==> src/tlbpt_pkg.sv <==
`default_nettype none
package tlbpt_pkg;

  localparam int unsigned VA_W   = 16;
  localparam int unsigned PAGE_W = 8;
  localparam int unsigned OFF_W  = 8;
  localparam int unsigned CNT_W  = 32;

  // One classified request handed from the front end to the back end.
  typedef struct packed {
    logic [PAGE_W-1:0] page;
    logic [OFF_W-1:0]  offset;
    logic              hit;
    logic [PAGE_W-1:0] frame;
  } tlbpt_req_t;

endpackage
`default_nettype wire

==> src/tlbpt_front.sv <==
`default_nettype none
// TLB lookup and refill. Accepts a transfer, classifies it as hit or miss and
// pushes it into the request queue. The back end writes refills and drops.
module tlbpt_front #(
  parameter int unsigned TLB_ENTRIES = 16,
  parameter int unsigned PAGE_COUNT  = 256
) (
  input  wire logic                       clk,
  input  wire logic                       rst_n,
  input  wire logic [tlbpt_pkg::VA_W-1:0] va,
  output tlbpt_pkg::tlbpt_req_t           req,
  input  wire logic                       fill_en,
  input  wire logic [tlbpt_pkg::PAGE_W-1:0] fill_page,
  input  wire logic [tlbpt_pkg::PAGE_W-1:0] fill_frame,
  input  wire logic                       drop_en,
  input  wire logic [tlbpt_pkg::PAGE_W-1:0] drop_page
);
  import tlbpt_pkg::*;

  localparam int unsigned TI_W = (TLB_ENTRIES > 1) ? $clog2(TLB_ENTRIES) : 1;
  // Rounded-up reciprocal; exact for every 8-bit page number.
  localparam int unsigned PG_RECIP = (65536 + PAGE_COUNT - 1) / PAGE_COUNT;

  logic [TLB_ENTRIES-1:0] valid_r;
  logic [TLB_ENTRIES-1:0] valid_nxt;
  logic [PAGE_W-1:0]      page_r  [TLB_ENTRIES];
  logic [PAGE_W-1:0]      frame_r [TLB_ENTRIES];
  logic [TI_W-1:0]        ptr_r;
  logic [PAGE_W-1:0]      pg;
  logic [31:0]            pg_prod;
  logic [PAGE_W-1:0]      pg_quo;
  logic                   hit;
  logic [PAGE_W-1:0]      fr;

  always_comb begin
    pg_prod = 32'(va[VA_W-1:OFF_W]) * PG_RECIP;
    pg_quo  = PAGE_W'(pg_prod >> 16);
    pg      = PAGE_W'(32'(va[VA_W-1:OFF_W]) - 32'(pg_quo) * PAGE_COUNT);
    hit = 1'b0;
    fr  = '0;
    for (int i = TLB_ENTRIES - 1; i >= 0; i--) begin
      if (valid_r[i] && page_r[i] == pg) begin
        hit = 1'b1;
        fr  = frame_r[i];
      end
    end
    req.page   = pg;
    req.offset = va[OFF_W-1:0];
    req.hit    = hit;
    req.frame  = fr;
  end

  // Drops clear first; a refill into the same slot then marks it valid.
  always_comb begin
    valid_nxt = valid_r;
    if (drop_en) begin
      for (int i = 0; i < TLB_ENTRIES; i++) begin
        if (valid_r[i] && page_r[i] == drop_page) valid_nxt[i] = 1'b0;
      end
    end
    if (fill_en) valid_nxt[ptr_r] = 1'b1;
  end

  always_ff @(posedge clk) begin
    if (!rst_n) begin
      valid_r <= '0;
      ptr_r   <= '0;
    end else begin
      valid_r <= valid_nxt;
      if (fill_en) begin
        ptr_r <= (32'(ptr_r) == TLB_ENTRIES - 1) ? '0 : ptr_r + 1'b1;
      end
    end
    if (fill_en) begin
      page_r[ptr_r]  <= fill_page;
      frame_r[ptr_r] <= fill_frame;
    end
  end
endmodule
`default_nettype wire

==> config.mk <==
export PLATFORM = sky130hd
export DESIGN_NAME = tlbpt_front
export DESIGN_NICKNAME = d
export VERILOG_FILES = /design/src/tlbpt_pkg.sv /design/src/tlbpt_front.sv
export SDC_FILE = /design/constraint.sdc
export NUM_CORES = 1
export LEC_CHECK = 0
export BUFFER_PORTS_ARGS = -buffer_cell sky130_fd_sc_hd__buf_2
export CORE_ASPECT_RATIO = 1.25
export CORE_UTILIZATION = 30
export CTS_CLUSTER_DIAMETER = 100
export DETAILED_ROUTE_END_ITERATION = 12
export GPL_ROUTABILITY_DRIVEN = 0
export SLEW_MARGIN = 20
export SYNTH_ARGS = -nofsm -noshare
export SYNTH_HDL_FRONTEND = slang
export SYNTH_SLANG_ARGS = --single-unit
==> constraint.sdc <==
create_clock -name clk -period 4.7 [get_ports clk]
set_clock_uncertainty 0.1 [all_clocks]
set_input_delay 0.705 -clock clk [delete_from_list [all_inputs] [get_ports clk]]
set_output_delay 0.705 -clock clk [all_outputs]
set_load 0.01 [all_outputs]
==> results.json <==
{
  "synth_area_leaders": "edfxtp_1 (59%), xor2_1 (10%), xnor2_1 (7.1%), dfxtp_1 (3.1%), nand4_1 (1.7%)",
  "ios": 69,
  "timing.final.max_slew_violations": 0,
  "dr.pass1.iters": 4,
  "mostFrequentLayoutCell": "edfxtp_1",
  "row_count": 84,
  "detail_route.wl_per_cell_um": 21.7,
  "yosysTopAreaCell": "edfxtp_1",
  "outcome": "completed",
  "crit_arrival_ns": 3.59,
  "cts_sinks": 276,
  "ys_seq_area_frac": 0.622,
  "ctsLongestPathBuffers": 3,
  "antenna_found_initial": 1,
  "most-common-layout-cells": "edfxtp_1 (256), xor2_1 (151), xnor2_1 (106)",
  "clk_latency_ns": 0.55,
  "die-width_um": 188,
  "period_share": 0.936,
  "cts_buffers": 28,
  "grt_overflow": 0,
  "power.density_nw_per_um2": 365,
  "layout-area-overhead-vs-synth_pct": 13.1,
  "syn_avg_cell_area_um2": 13.4,
  "cts_resized": 0,
  "start_kind": "input port",
  "grt_use_total": 0.156,
  "worst_slack_ns": 0.301,
  "dpl.hpwl_um": 22400,
  "synth.top_cell.area_share": 0.591,
  "postCtsHoldBufs": 0,
  "timing.fmax_ghz": 0.227,
  "synth-seq-cells": 276,
  "max-vdd-ir-drop_uv": 246,
  "worstSetupEndpointType": "output port",
  "viasPerCell": 4.96,
  "fin_nets": 1063,
  "max_slew_margin": 0.294,
  "path_clk_slew_ns": 0.07,
  "htree_levels": 1,
  "synth_ff_type": "edfxtp_1",
  "holdPathStages": 3,
  "p_leak_nw": 4.87,
  "cap_viol_max_count": 0,
  "antennaDiodeCount": 0,
  "post-cts-setup-buffers": 0,
  "dieArea_um2": 44200,
  "synth_nets": 1021,
  "drt_iter0_drc": 603,
  "cts-root-buf": "clkbuf_16",
  "path_class": "in2out",
  "grt_pass1_vias": 8200,
  "drc_errors": 0,
  "fp.dieH_um": 235,
  "syn_inst": 973,
  "hold_path_class": "in2reg",
  "drive_gt1_frac": 0.132,
  "reg2regPathDepth": 2,
  "io_buffer_count": 52,
  "core_area_um2": 42400,
  "routed_wl_um": 34700,
  "async_flop_share": 0,
  "setup_viol": 0,
  "vias": 7924,
  "grt_max_degree": 21,
  "yosys_warnings": 0,
  "period_minus_slack_ns": 4.40,
  "cts_tree": "built",
  "cp_max_fo": 13,
  "rsz0062_at_grt": "false",
  "grt_pass1_wl_um": 51900,
  "place_ws_ns": 0.323,
  "initial_utilization": 0.307,
  "hold_viol_final": 0,
  "ys_types": 62,
  "max_slew.worst_pin.slew_ns": 1.06,
  "synth_area_um2": 13000,
  "synth-edff-count": 256,
  "setup_tns_ns": 0,
  "ant_nets": 0,
  "worstPathRequired_ns": 3.89
}
==> report_power, final <==
part	switching [W]	internal, W	leakage [nW]
clock	0.000949	0.00140	0.467
combinational	0.000207	0.0000972	1.93
sequential	0.0000142	0.00271	2.47
==> cell type report <==
| class | count | area, um2 |
|---|---|---|
| clock buffer | 33 | 741 |
| timing repair buffer | 79 | 488 |
| tap | 559 | 699 |
| clock inverter | 19 | 229 |
| sequential | 276 | 8090 |
| fill | 4059 | 27600 |
| multi-input combinational | 617 | 4420 |
| inverter | 13 | 48.8 |
==> state kept, by name, indices dropped and copies added, names as in the netlist <==
signal	count
valid_r	16
page_r	128
frame_r	128
ptr_r	4
==> logic make-up after synthesis <==
family	count (synthesis)	synth area share
fa+ha+maj	4	0.00385
flops	276	0.622
compound gates	102	0.0551
simple gates	249	0.103
xor+xnor	257	0.173
buf+inv	80	0.0387
mux	5	0.00404
==> layer usage <==
| layer | global-route usage | wire [um] | up-vias |
|---|---|---|---|
| li1 | - | - | 3622 |
| met1 | 0.196 | 15000 | 4020 |
| met2 | 0.276 | 17300 | 213 |
| met3 | 0.0184 | 1400 | 67 |
| met4 | 0.0503 | 1050 | 2 |
| met5 | 0 | 9 | - |
==> synthesized netlist by cell type, drive strengths merged, types with 3 or more instances <==
library cell,number
nor4,26
or3,8
nand2,38
a211o,3
xnor2,106
a211oi,10
a22oi,11
a221o,6
o21ai,7
o31ai,4
a21oi,32
and2,17
buf,44
mux2i,3
edfxtp,256
nand4,36
dfxtp,20
xor2,151
a221oi,3
o221ai,5
nor3b,6
ha,4
and3,8
nand3,21
inv,13
nor3,37
a31oi,6
nor2,40
clkbuf,22
nor2b,3
==> critical path, stage by stage <==
cell and delay (ns):
buf_2 0.39, xor2_1 0.14, nor4_1 0.62, and3_2 0.43, a22oi_1 0.14, a211oi_1 0.40
o21ai_0 0.24, buf_4 0.18, a21oi_1 0.17, buf_2 0.16
==> final timing paths <==
check         startpoint             end  slack [ns]
max               va[11]          req[7]        0.30
min              fill_en        ptr_r[0]        0.38
max reg2reg     ptr_r[2]  frame_r[12][7]        2.56
min reg2reg  valid_r[14]     valid_r[14]        0.39
==> through the flow <==
| stage | hold WS (ns) | total power [W] | std cells | area, um2 | utilization |
|---|---|---|---|---|---|
| finish | 0.381 | 0.00538 | 1596 | 14700 | 0.347 |
| global route | 0.398 | 0.00552 | 1596 | 14700 | 0.347 |
| CTS | 0.376 | 0.00541 | 1596 | 14700 | 0.347 |
| detailed placement | 0.377 | 0.00308 | 1544 | 13700 | 0.324 |
| global placement | 0.362 | 0.00308 | 1544 | 13700 | 0.324 |
| floorplan | 0.348 | 0.00297 | 973 | 13000 | - |
No activity file was read; power rests on OpenSTA's default activity.
